`src/kscl_pkg.sv`:
```
`timescale 1ns / 1ps

package kscl_pkg;

    localparam int CODE_LENGTH_DEFAULT = 4;

    localparam int CFG_ADDR_W = 4;
    localparam int CFG_DATA_W = 32;

    localparam int IN_TDATA_W  = 8;
    localparam int OUT_TDATA_W = 24;

    // register indexes
    localparam logic [1:0] REG_CODE_DIGITS = 2'd0;
    localparam logic [1:0] REG_DWELL_TICKS = 2'd1;
    localparam logic [1:0] REG_FLASH_TICKS = 2'd2;
    localparam logic [1:0] REG_ERROR_TICKS = 2'd3;

    localparam logic [15:0] CODE_DIGITS_RESET = 16'd22898;
    localparam logic [7:0]  DWELL_TICKS_RESET = 8'd35;
    localparam logic [11:0] FLASH_TICKS_RESET = 12'd500;
    localparam logic [12:0] ERROR_TICKS_RESET = 13'd2000;

    localparam logic [6:0] LED_SUCCESS = 7'd7;
    localparam logic [6:0] LED_ERROR   = 7'd112;
    localparam logic [6:0] LED_OFF     = 7'd0;

    localparam logic [1:0] VERDICT_ENTERING = 2'd0;
    localparam logic [1:0] VERDICT_ACCEPTED = 2'd1;
    localparam logic [1:0] VERDICT_REJECTED = 2'd2;

    localparam logic [3:0] KEY_STAR  = 4'd10;
    localparam logic [3:0] KEY_HASH  = 4'd11;
    localparam logic [1:0] LAST_ROW  = 2'd3;
    localparam logic [1:0] LAST_COL  = 2'd2;
    localparam logic [1:0] LAST_FLASH_STEP = 2'd3;

    typedef enum logic [4:0] {
        PH_SCAN  = 5'b00001,
        PH_HOLD  = 5'b00010,
        PH_DWELL = 5'b00100,
        PH_FLASH = 5'b01000,
        PH_ERROR = 5'b10000
    } phase_t;

    typedef struct packed {
        logic [15:0] code_digits;
        logic [7:0]  dwell_ticks;
        logic [11:0] flash_ticks;
        logic [12:0] error_ticks;
    } cfg_t;

    typedef struct packed {
        logic [1:0] verdict;
        logic [2:0] digits_entered;
        logic [6:0] led_pattern;
        logic       buzzer;
        logic [3:0] row_drive;
    } result_t;

    // digit of the key at a row and column
    function automatic logic [3:0] key_digit(input logic [1:0] row, input logic [1:0] col);
        logic [3:0] d;
        d = 4'd0;
        if (row == LAST_ROW) begin
            unique case (col)
                2'd0:    d = KEY_STAR;
                2'd1:    d = 4'd0;
                2'd2:    d = KEY_HASH;
                default: d = 4'd0;
            endcase
        end else begin
            d = 4'({2'b00, row} * 4'd3 + {2'b00, col} + 4'd1);
        end
        return d;
    endfunction

    function automatic logic [12:0] at_least_one(input logic [12:0] v);
        return (v == 13'd0) ? 13'd1 : v;
    endfunction

endpackage

```
`src/kscl_regs.sv`:
```
`timescale 1ns / 1ps

module kscl_regs (
    input  logic                                aclk,
    input  logic                                aresetn,
    input  logic                                psel,
    input  logic                                penable,
    input  logic                                pwrite,
    input  logic [kscl_pkg::CFG_ADDR_W-1:0]     paddr,
    input  logic [kscl_pkg::CFG_DATA_W-1:0]     pwdata,
    output logic [kscl_pkg::CFG_DATA_W-1:0]     prdata,
    output logic                                pready,
    output kscl_pkg::cfg_t                      cfg
);

    kscl_pkg::cfg_t cfg_reg;
    logic [1:0]     reg_index;
    logic           wr_en;

    assign pready    = 1'b1;
    assign reg_index = paddr[3:2];
    assign wr_en     = psel && penable && pwrite && pready;
    assign cfg       = cfg_reg;

    always_ff @(posedge aclk) begin
        if (!aresetn) begin
            cfg_reg.code_digits <= kscl_pkg::CODE_DIGITS_RESET;
            cfg_reg.dwell_ticks <= kscl_pkg::DWELL_TICKS_RESET;
            cfg_reg.flash_ticks <= kscl_pkg::FLASH_TICKS_RESET;
            cfg_reg.error_ticks <= kscl_pkg::ERROR_TICKS_RESET;
        end else if (wr_en) begin
            unique case (reg_index)
                kscl_pkg::REG_CODE_DIGITS: cfg_reg.code_digits <= pwdata[15:0];
                kscl_pkg::REG_DWELL_TICKS: cfg_reg.dwell_ticks <= pwdata[7:0];
                kscl_pkg::REG_FLASH_TICKS: cfg_reg.flash_ticks <= pwdata[11:0];
                kscl_pkg::REG_ERROR_TICKS: cfg_reg.error_ticks <= pwdata[12:0];
                default: ;
            endcase
        end
    end

    always_comb begin
        unique case (reg_index)
            kscl_pkg::REG_CODE_DIGITS: prdata = {16'd0, cfg_reg.code_digits};
            kscl_pkg::REG_DWELL_TICKS: prdata = {24'd0, cfg_reg.dwell_ticks};
            kscl_pkg::REG_FLASH_TICKS: prdata = {20'd0, cfg_reg.flash_ticks};
            kscl_pkg::REG_ERROR_TICKS: prdata = {19'd0, cfg_reg.error_ticks};
            default:                   prdata = '0;
        endcase
    end

endmodule

```
`src/kscl_core.sv`:
```
`timescale 1ns / 1ps

module kscl_core #(
    parameter int CODE_LENGTH = kscl_pkg::CODE_LENGTH_DEFAULT
) (
    input  logic                aclk,
    input  logic                aresetn,
    input  logic                step,
    input  logic [2:0]          column_levels,
    input  kscl_pkg::cfg_t      cfg,
    output kscl_pkg::result_t   result
);

    localparam int CW = $clog2(CODE_LENGTH + 1);
    localparam int IW = (CODE_LENGTH > 1) ? $clog2(CODE_LENGTH) : 1;

    kscl_pkg::phase_t phase_reg, phase_next;
    logic [1:0]   row_reg, row_next;
    logic [1:0]   col_reg, col_next;
    logic [12:0]  timer_reg, timer_next;
    logic [CW-1:0] count_reg, count_next;
    logic         buzzer_reg, buzzer_next;
    logic [1:0]   flash_reg, flash_next;
    logic [3:0]   digits_reg [CODE_LENGTH];
    logic         digit_wr;
    logic [3:0]   digit_val;

    logic [3:0]   cols_ext;
    logic         high;
    logic         match;
    logic [31:0]  code_ext;
    logic         room;

    assign cols_ext = {1'b0, column_levels};
    assign high     = (col_reg != 2'd3) && cols_ext[col_reg];
    assign code_ext = {16'd0, cfg.code_digits};
    assign room     = (count_reg < CW'(CODE_LENGTH));

    always_comb begin
        match = 1'b1;
        for (int k = 0; k < CODE_LENGTH; k++) begin
            if (digits_reg[k] != code_ext[4*k +: 4]) match = 1'b0;
        end
    end

    always_comb begin
        phase_next  = phase_reg;
        row_next    = row_reg;
        col_next    = col_reg;
        timer_next  = timer_reg;
        count_next  = count_reg;
        buzzer_next = buzzer_reg;
        flash_next  = flash_reg;
        digit_wr    = 1'b0;
        digit_val   = kscl_pkg::key_digit(row_reg, col_reg);

        unique case (phase_reg)
            kscl_pkg::PH_SCAN: begin
                if (col_reg != 2'd3 && high && room) begin
                    digit_wr    = 1'b1;
                    count_next  = count_reg + CW'(1);
                    buzzer_next = ~buzzer_reg;
                    phase_next  = kscl_pkg::PH_HOLD;
                end else if (col_reg >= kscl_pkg::LAST_COL) begin
                    // column three is treated as the last column
                    col_next   = kscl_pkg::LAST_COL;
                    phase_next = kscl_pkg::PH_DWELL;
                    timer_next = kscl_pkg::at_least_one({5'd0, cfg.dwell_ticks});
                end else begin
                    col_next = col_reg + 2'd1;
                end
            end
            kscl_pkg::PH_HOLD: begin
                if (high) begin
                    buzzer_next = ~buzzer_reg;
                end else if (col_reg >= kscl_pkg::LAST_COL) begin
                    phase_next = kscl_pkg::PH_DWELL;
                    timer_next = kscl_pkg::at_least_one({5'd0, cfg.dwell_ticks});
                end else begin
                    col_next   = col_reg + 2'd1;
                    phase_next = kscl_pkg::PH_SCAN;
                end
            end
            kscl_pkg::PH_DWELL: begin
                if (timer_reg <= 13'd1) begin
                    if (row_reg == kscl_pkg::LAST_ROW && !room) begin
                        buzzer_next = 1'b0;
                        if (match) begin
                            phase_next = kscl_pkg::PH_FLASH;
                            flash_next = 2'd0;
                            timer_next = kscl_pkg::at_least_one({1'b0, cfg.flash_ticks});
                        end else begin
                            phase_next = kscl_pkg::PH_ERROR;
                            timer_next = kscl_pkg::at_least_one(cfg.error_ticks);
                        end
                    end else begin
                        row_next   = row_reg + 2'd1;
                        col_next   = 2'd0;
                        phase_next = kscl_pkg::PH_SCAN;
                    end
                end else begin
                    timer_next = timer_reg - 13'd1;
                end
            end
            kscl_pkg::PH_FLASH: begin
                if (timer_reg <= 13'd1) begin
                    if (flash_reg >= kscl_pkg::LAST_FLASH_STEP) begin
                        phase_next = kscl_pkg::PH_SCAN;
                        row_next   = 2'd0;
                        col_next   = 2'd0;
                        timer_next = 13'd0;
                        count_next = '0;
                        flash_next = 2'd0;
                    end else begin
                        flash_next = flash_reg + 2'd1;
                        timer_next = kscl_pkg::at_least_one({1'b0, cfg.flash_ticks});
                    end
                end else begin
                    timer_next = timer_reg - 13'd1;
                end
            end
            kscl_pkg::PH_ERROR: begin
                if (timer_reg <= 13'd1) begin
                    phase_next = kscl_pkg::PH_SCAN;
                    row_next   = 2'd0;
                    col_next   = 2'd0;
                    timer_next = 13'd0;
                    count_next = '0;
                    flash_next = 2'd0;
                end else begin
                    timer_next = timer_reg - 13'd1;
                end
            end
            default: begin
                phase_next = kscl_pkg::PH_SCAN;
            end
        endcase
    end

    always_comb begin
        result.buzzer         = buzzer_next;
        result.digits_entered = 3'(count_next);
        result.row_drive      = 4'd0;
        result.led_pattern    = kscl_pkg::LED_OFF;
        result.verdict        = kscl_pkg::VERDICT_ENTERING;
        if (phase_next == kscl_pkg::PH_FLASH) begin
            result.verdict     = kscl_pkg::VERDICT_ACCEPTED;
            result.led_pattern = flash_next[0] ? kscl_pkg::LED_OFF : kscl_pkg::LED_SUCCESS;
        end else if (phase_next == kscl_pkg::PH_ERROR) begin
            result.verdict     = kscl_pkg::VERDICT_REJECTED;
            result.led_pattern = kscl_pkg::LED_ERROR;
        end else begin
            result.row_drive = 4'd1 << row_next;
        end
    end

    always_ff @(posedge aclk) begin
        if (!aresetn) begin
            phase_reg  <= kscl_pkg::PH_SCAN;
            row_reg    <= 2'd0;
            col_reg    <= 2'd0;
            timer_reg  <= 13'd0;
            count_reg  <= '0;
            buzzer_reg <= 1'b0;
            flash_reg  <= 2'd0;
        end else if (step) begin
            phase_reg  <= phase_next;
            row_reg    <= row_next;
            col_reg    <= col_next;
            timer_reg  <= timer_next;
            count_reg  <= count_next;
            buzzer_reg <= buzzer_next;
            flash_reg  <= flash_next;
        end
    end

    // digit store, written at the fill position
    always_ff @(posedge aclk) begin
        if (step && digit_wr) begin
            digits_reg[count_reg[IW-1:0]] <= digit_val;
        end
    end

`ifndef SYNTH
    a_count_bound: assert property (@(posedge aclk) disable iff (!aresetn)
        count_reg <= CW'(CODE_LENGTH))
        else $error("digit count beyond code length");

    a_count_step: assert property (@(posedge aclk) disable iff (!aresetn)
        step |=> (count_reg == $past(count_reg) ||
                  count_reg == $past(count_reg) + CW'(1) || count_reg == '0))
        else $error("digit count jumped");

    a_quiet_verdict: assert property (@(posedge aclk) disable iff (!aresetn)
        (phase_reg == kscl_pkg::PH_FLASH || phase_reg == kscl_pkg::PH_ERROR) |-> !buzzer_reg)
        else $error("buzzer active while verdict shows");

    a_verdict_full: assert property (@(posedge aclk) disable iff (!aresetn)
        (step && phase_reg == kscl_pkg::PH_DWELL && phase_next != kscl_pkg::PH_DWELL &&
         phase_next != kscl_pkg::PH_SCAN) |-> !room)
        else $error("verdict reached with digits missing");
`endif

endmodule

```
`src/keypad_scan_code_lock.sv`:
```
`timescale 1ns / 1ps

// channel   direction  handshake            tdata fields (lowest bit up)
// s_        in         s_tvalid / s_tready  column_levels[2:0]
// m_        out        m_tvalid / m_tready  row_drive, buzzer, led_pattern,
//                                           digits_entered, verdict
// apb       in         psel/penable/pready  code_digits, dwell_ticks,
//                                           flash_ticks, error_ticks
//
// one item per cycle sustained while m_tready stays high; each item is held in
// the input register and leaves through the result register
// an accepted item reaches m_tvalid via the input and then the result register
// the keypad state advances only when an item moves into the result register
// a stalled result does not block the input register from holding one more item
// synchronous active-low reset puts the lock at row 0 with no digits

module keypad_scan_code_lock #(
    parameter int CODE_LENGTH = kscl_pkg::CODE_LENGTH_DEFAULT
) (
    input  logic                                aclk,
    input  logic                                aresetn,
    // tick items: column_levels [2:0], zero fill [7:3]
    input  logic                                s_tvalid,
    output logic                                s_tready,
    input  logic [kscl_pkg::IN_TDATA_W-1:0]     s_tdata,
    // result items: row_drive [3:0], buzzer [4], led_pattern [11:5],
    // digits_entered [14:12], verdict [16:15], zero fill [23:17]
    output logic                                m_tvalid,
    input  logic                                m_tready,
    output logic [kscl_pkg::OUT_TDATA_W-1:0]    m_tdata,
    // configuration port
    input  logic                                psel,
    input  logic                                penable,
    input  logic                                pwrite,
    input  logic [kscl_pkg::CFG_ADDR_W-1:0]     paddr,
    input  logic [kscl_pkg::CFG_DATA_W-1:0]     pwdata,
    output logic [kscl_pkg::CFG_DATA_W-1:0]     prdata,
    output logic                                pready
);

    kscl_pkg::cfg_t    cfg;
    kscl_pkg::result_t result;

    // input register
    logic       in_valid_reg;
    logic [2:0] cols_reg;
    // result register
    logic              out_valid_reg;
    kscl_pkg::result_t out_data_reg;

    logic advance;

    // item moves forward when the result register is free or being emptied
    assign advance  = in_valid_reg && (!out_valid_reg || m_tready);
    assign s_tready = !in_valid_reg || advance;

    assign m_tvalid = out_valid_reg;
    assign m_tdata  = {{(kscl_pkg::OUT_TDATA_W - $bits(kscl_pkg::result_t)){1'b0}},
                       out_data_reg};

    kscl_regs u_regs (
        .aclk    (aclk),
        .aresetn (aresetn),
        .psel    (psel),
        .penable (penable),
        .pwrite  (pwrite),
        .paddr   (paddr),
        .pwdata  (pwdata),
        .prdata  (prdata),
        .pready  (pready),
        .cfg     (cfg)
    );

    kscl_core #(
        .CODE_LENGTH (CODE_LENGTH)
    ) u_core (
        .aclk          (aclk),
        .aresetn       (aresetn),
        .step          (advance),
        .column_levels (cols_reg),
        .cfg           (cfg),
        .result        (result)
    );

    always_ff @(posedge aclk) begin
        if (!aresetn) begin
            in_valid_reg <= 1'b0;
        end else if (s_tvalid && s_tready) begin
            in_valid_reg <= 1'b1;
        end else if (advance) begin
            in_valid_reg <= 1'b0;
        end
    end

    always_ff @(posedge aclk) begin
        if (s_tvalid && s_tready) begin
            cols_reg <= s_tdata[2:0];
        end
    end

    always_ff @(posedge aclk) begin
        if (!aresetn) begin
            out_valid_reg <= 1'b0;
        end else if (advance) begin
            out_valid_reg <= 1'b1;
        end else if (m_tready) begin
            out_valid_reg <= 1'b0;
        end
    end

    always_ff @(posedge aclk) begin
        if (advance) begin
            out_data_reg <= result;
        end
    end

endmodule

```
`config.mk`:
```
export PLATFORM = sky130hd
export DESIGN_NAME = keypad_scan_code_lock
export DESIGN_NICKNAME = d
export VERILOG_FILES = /design/src/kscl_pkg.sv /design/src/kscl_regs.sv /design/src/kscl_core.sv /design/src/keypad_scan_code_lock.sv
export SDC_FILE = /design/constraint.sdc
export NUM_CORES = 1
export LEC_CHECK = 0
export BUFFER_PORTS_ARGS = -buffer_cell sky130_fd_sc_hd__buf_4
export CAP_MARGIN = 20
export CORE_ASPECT_RATIO = 0.75
export CORE_MARGIN = 10
export CORE_UTILIZATION = 30
export CTS_CLUSTER_DIAMETER = 40
export CTS_CLUSTER_SIZE = 10
export DETAILED_ROUTE_END_ITERATION = 10
export GPL_TIMING_DRIVEN = 0
export PLACE_DENSITY = 0.58
export SLEW_MARGIN = 20
export SYNTH_ARGS = -nofsm -noshare
export SYNTH_HDL_FRONTEND = slang
export SYNTH_HIERARCHICAL = 1
export SYNTH_SLANG_ARGS = --single-unit
export TNS_END_PERCENT = 50
```
`constraint.sdc`:
```
create_clock -name aclk -period 3.5 [get_ports aclk]
set_input_delay 0.175 -clock aclk [delete_from_list [all_inputs] [get_ports aclk]]
set_output_delay 0.175 -clock aclk [all_outputs]
set_load 0.05 [all_outputs]
```
* Word level (Yosys, flattened, before mapping)
Memory sizes are Yosys's and may differ from the RTL's. Index checks and enable logic that the tools add are counted. W data, S select, Z words.
Cells by class: add/sub/neg operators 7, multipliers 1, $lt $le $gt $ge 5, eq/ne operators 28, shift operators 1, mux-type cells 78, bitwise gates (word level) 1, reduce and logical (&&, ||, !) cells 31
Operators by type and width (count):
- $mux W13 | 10
- $pmux W32 S4 | 1
- $pmux W13 S5 | 1
- $mux W5 | 9
- $mux W2 | 21
- $pmux W5 S5 | 1
- $mux W3 | 6
- $mux W1 | 17
- $ne A4 B4 Y1 | 4
- $mux W7 | 2
- $le A13 B1 Y1 const B | 1
- $logic_not A13 Y1 | 1
- $sub A13 B1 Y13 const B | 1
- $logic_not A12 Y1 | 1
- $mux W12 | 1
- $ne A2 B1 Y1 const B | 6
- $pmux W2 S3 | 2
- $eq A5 B4 Y1 const B | 2
- $eq A5 B5 Y1 const B | 2
- $ne A2 B2 Y1 const B | 5
- $pmux W2 S5 | 1
- $reduce_and A10 Y1 | 1
- $logic_and A1 B1 Y1 | 9
- $pmux W3 S3 | 1
- other kinds (32) | 46
Storage, ports and cells: flip-flop bits (word level) 99, RAM bits 16, bits of input ports 51, output and inout port bits 59, logic and storage cells 173, memories kept 1
Memory list:
- u_core.digits_reg | words 4, width 4, read ports 4, clocked after Yosys merged registers in 0, wr ports 1, RTL line kscl_core.sv:24 | logic [3:0] digits_reg [CODE_LENGTH];

* Depth between registers and ports, before layout
An unclocked memory read counts as a cell.
word-level depth 13, depth in mapped cells 9, mapped depth without buffers 8

* Hierarchy
Netlist, hierarchy kept.
Modules (own cells, without submodules):
- kscl_core | times used 1, cells an instance 387, area each 3462.1 um^2, sequential area each 1041.0 um^2
- kscl_regs | times used 1, cells an instance 247, area each 2404.8 um^2, sequential area each 980.9 um^2
- keypad_scan_code_lock | times used 1, cells an instance 37, area each 760.7 um^2, sequential area each 640.6 um^2

* Worst setup path after synthesis
OpenSTA, ideal clock, no wires.
kind register to register, from register out_valid_reg, in the netlist m_tvalid, to register u_core.col_reg[0], library setup time 0.086 ns, arrival time 3.380 ns, data required time 3.414 ns, setup slack 0.033 ns, stages on the path, launching flop included 8, buffers on the path 0, period minus slack after synthesis 3.467 ns, path through dfxtp_1 nor2b_4 nor2b_1 clkinv_1 a31oi_1 or2b_4 or3_1 a221oi_2
Between the ends: longest elaborated chain between the ends 4
RTL lines:
- start: declaration | RTL line keypad_scan_code_lock.sv:48 | logic out_valid_reg;
- start signal: assignment | RTL line keypad_scan_code_lock.sv:103 | out_valid_reg <= 1'b0;
- start signal: assignment | RTL line keypad_scan_code_lock.sv:105 | out_valid_reg <= 1'b1;
- start signal: assignment | RTL line keypad_scan_code_lock.sv:107 | out_valid_reg <= 1'b0;
- $logic_not A1 Y1 | RTL line keypad_scan_code_lock.sv:54 | assign advance = in_valid_reg && (!out_valid_reg || m_tready);
- $logic_or A1 B1 Y1 | RTL line keypad_scan_code_lock.sv:54
- $logic_and A1 B1 Y1 | RTL line keypad_scan_code_lock.sv:54
- via advance | RTL line keypad_scan_code_lock.sv:51 | logic advance;
- $reduce_and A10 Y1 (no source line)
- end signal: assignment | RTL line kscl_core.sv:169 | col_reg <= col_next;
- end: declaration | RTL line kscl_core.sv:19 | logic [1:0] col_reg, col_next;
The timed path passes the listed nets, and every way through them passes these cells. A chain may end at the register's enable or synchronous reset.

* Final worst setup path
from register in_valid_reg, to register u_core.timer_reg[11]
Between the ends: longest elaborated chain between the ends 2
RTL lines:
- start: declaration | RTL line keypad_scan_code_lock.sv:45 | logic in_valid_reg;
- start signal: assignment | RTL line keypad_scan_code_lock.sv:87 | in_valid_reg <= 1'b0;
- start signal: assignment | RTL line keypad_scan_code_lock.sv:89 | in_valid_reg <= 1'b1;
- start signal: assignment | RTL line keypad_scan_code_lock.sv:91 | in_valid_reg <= 1'b0;
- $logic_and A1 B1 Y1 | RTL line keypad_scan_code_lock.sv:54
- via advance | RTL line keypad_scan_code_lock.sv:51
- $reduce_and A5 Y1 (no source line)
- end signal: assignment | RTL line kscl_core.sv:170 | timer_reg <= timer_next;
- end: declaration | RTL line kscl_core.sv:20 | logic [12:0] timer_reg, timer_next;
The timed path passes the listed nets, and every way through them passes these cells.

==> qor.csv <==
metric,value,unit
status,"finished, final reports clean",
Reg area,2660,um^2
synthesized area,6630,um^2
multi-input logic area,3530,um^2
P_int,2650,uW
Mapped Cells,671,
Gate power share,14.2,%
critical path peak fanout,23,
Crit. End Element,flop,
Startpoint Class,flop,
"Top FF cell, synth",dfxtp_1,
Net Sw Frac,28.3,%
Synth cell types,89,
synth cell count leaders,"dfxtp_1, nand2_1, mux2i_1, buf_4, edfxtp_1",
dpl cells,1048,
GRT Residual Overflow,0,
filler instances,2233,
max reg flops,49,
Die ar.,28500,um^2
Via Count,5544,
Post-synth EDFFs,36,
Net Switching,1050,uW
Placer Congestion,0.894,
setup violators final,0,
crit-path cells,nor2b_4 > clkinv_1 > a31o_2 > a211oi_1 > nand3_1 > o21ai_0,
fin crit period,3.12,ns
most common cell in the netlist,dfxtp_1,
Slowest cell on crit path,nor2b_4,
post-layout instance area,8180,um^2
largest net degree at the start of global routing,24,
vias in the first global route,5536,
ant diodes,0,
#FFs+latches synth,115,
Placed Area,7550,um^2
Hold Crit Class,in -> reg,
CTS Buf Count,17,
core area,21900,um^2
Cell Rows,47,
GRT Resource Usage Total,14.2,%
Ports,110,
DRC,0,
Final Hold Viols,0,
"Slew Viols, Final",0,
top cell type's share of synthesized area,23.9,%
Max-Cap Viols,0,
Critical Path RT,3.83,ns
clock latency on the worst-skew pair,0.42,ns
syn_area_per_cell,9.88,um^2
fraction of layout cells with a size suffix above 1,24.3,%
Area Overhead vs Synth,23.4,%
first-pass GRT wire length,31800,um
Synth async-reset ratio,0,%
Max stage delay on crit path,0.60,ns
Die Y,149,um
Chip Width,192,um
DRC violation total after the first TritonRoute iteration,492,
worst setup path class,reg -> reg,
Clock Skews,0.0132,ns
total setup buffers inserted after CTS,0,
PostCTS Resize Cnt,0,
register area share after synthesis,40.2,%
initial antenna violation count,0,
synth warn,6,
Worst-path clk slew,0.06,ns
Flop pwr share,39.1,%
Port Buffer Count,62,
Pre-antenna DRT Iters,5,
final setup TNS,0,ns
detailed-route wire length,20600,um
"area leader, netlist",dfxtp_1,
max_slew headroom,45.0,%
H-tree Lvls,4,
Layout Utilization,37.4,%
ranking of synthesized cells by area,"dfxtp_1, edfxtp_1, mux2i_1",
Routed WL per cell,19.0,um
RSZ-0062 raised after global routing,false,
Pwr Total,3700,uW
Finished Layout Cells,1084,
peak supply drop,328,uV
CTS Root Cell,clkbuf_16,
fmax,321,MHz
fin nets,845,
post-route clock period utilization,89.0,%
CTS tree,built,
Via density,5.11,
Initial Util,30.3,%
clk sinks,115,
Clk network pwr share,46.7,%
hpwl dp,15300,um
clk buf depth,2,
slew at the pin closest to its max-slew limit,0.817,ns
ANT nets after route,0,
Pleak,0.00327,uW
arrival time at the worst endpoint,3.45,ns
pwr dens,452,nW/um^2
## metal layers
| metal | GRT usage, % | wire length (um) | part of all wire (%) |
|---|---|---|---|
| met1 | 19.4 | 9550 | 46 |
| met4 | 3.55 | 201 | 0.98 |
| met5 | 0 | 0 | 0 |
| met3 | 5.29 | 1840 | 9.0 |
| met2 | 20.8 | 8960 | 44 |
## repair_timing
action                                 4_1_cts  5_1_grt
hold buffers                                 4        0
endpoints found under the hold margin        4        0
setup endpoints to repair                    0        0
## through the flow
stage,worst slack (ns),hold WS [ns]
floorplan,0.0335,0.274
global placement,-1.05,0.355
detailed placement,0.403,0.355
CTS,0.386,0.00724
global route,0.129,0.0120
finish,0.383,0.0168
## area by class of cell
class / instances / share of cell area, %
multi-input cells: 488 / 43.1
inverters: 23 / 1.06
flip-flops and latches: 115 / 32.6
well taps: 294 / 4.50
clock buffers: 17 / 5.20
plain buffers: 66 / 5.43
repair buffers: 66 / 6.18
clock inverters: 15 / 1.96
## placed cells by master (no fill, tap or decap), types with 22 or more instances in the layout
| master | Yosys | final |
|---|---|---|
| nor2_1 | 26 | 26 |
| dfxtp_1 | 79 | 79 |
| o21ai_0 | 24 | 24 |
| edfxtp_1 | 36 | 36 |
| nand3_1 | 23 | 23 |
| mux2i_1 | 40 | 40 |
| buf_4 | 38 | 100 |
| nand2_1 | 59 | 59 |
| a21oi_1 | 26 | 26 |
| conb_1 | 4 | 25 |
| xor2_1 | 22 | 22 |
## final timing paths
| kind | from | to | slack, ns | cells after the start |
|---|---|---|---|---|
| worst max-delay path | in_valid_reg$_SDFFE_PN0P_ | u_core/timer_reg[11]$_SDFFE_PN0P_ | 0.38 | 6 |
| worst min-delay path | pwdata[14] | u_regs/cfg[47]$_SDFFE_PN1P_ | 0.02 | 3 |
| worst max register to register | in_valid_reg$_SDFFE_PN0P_ | u_core/timer_reg[11]$_SDFFE_PN0P_ | 0.38 | 6 |
| worst min register to register | u_core/flash_reg[1]$_SDFFE_PN0P_ | u_core/flash_reg[1]$_SDFFE_PN0P_ | 0.48 | 2 |
## power by group through the flow
stage               clock network (uW)  registers [uW]  logic, uW
floorplan                            0            1500        337
global placement                     0            1470        514
detailed placement                   0            1470        515
CTS                               1760            1450        520
global route                      1820            1450        563
finish                            1730            1450        525
## worst max-delay path, delay by kind of cell (launching register included)
family          cells  cell delay (ns)
compound gates      3             1.20
flops               1             0.41
buf+inv             1             0.52
simple gates        2             0.89
## logic make-up (layout without fill, tap and decap cells)
| logic type | Yosys count | after routing | synth area share (%) |
|---|---|---|---|
| multiplexers | 55 | 55 | 9.95 |
| other | 4 | 25 | 0.226 |
| XOR/XNOR | 28 | 28 | 3.70 |
| adder cells (fa/ha/maj) | 17 | 17 | 3.44 |
| AO/OA/AOI/OAI | 147 | 147 | 16.3 |
| buffers and inverters | 89 | 187 | 8.00 |
| flip-flops | 115 | 115 | 40.2 |
| AND/OR/NAND/NOR | 216 | 216 | 18.3 |
No activity file was read; power rests on OpenSTA's default activity.
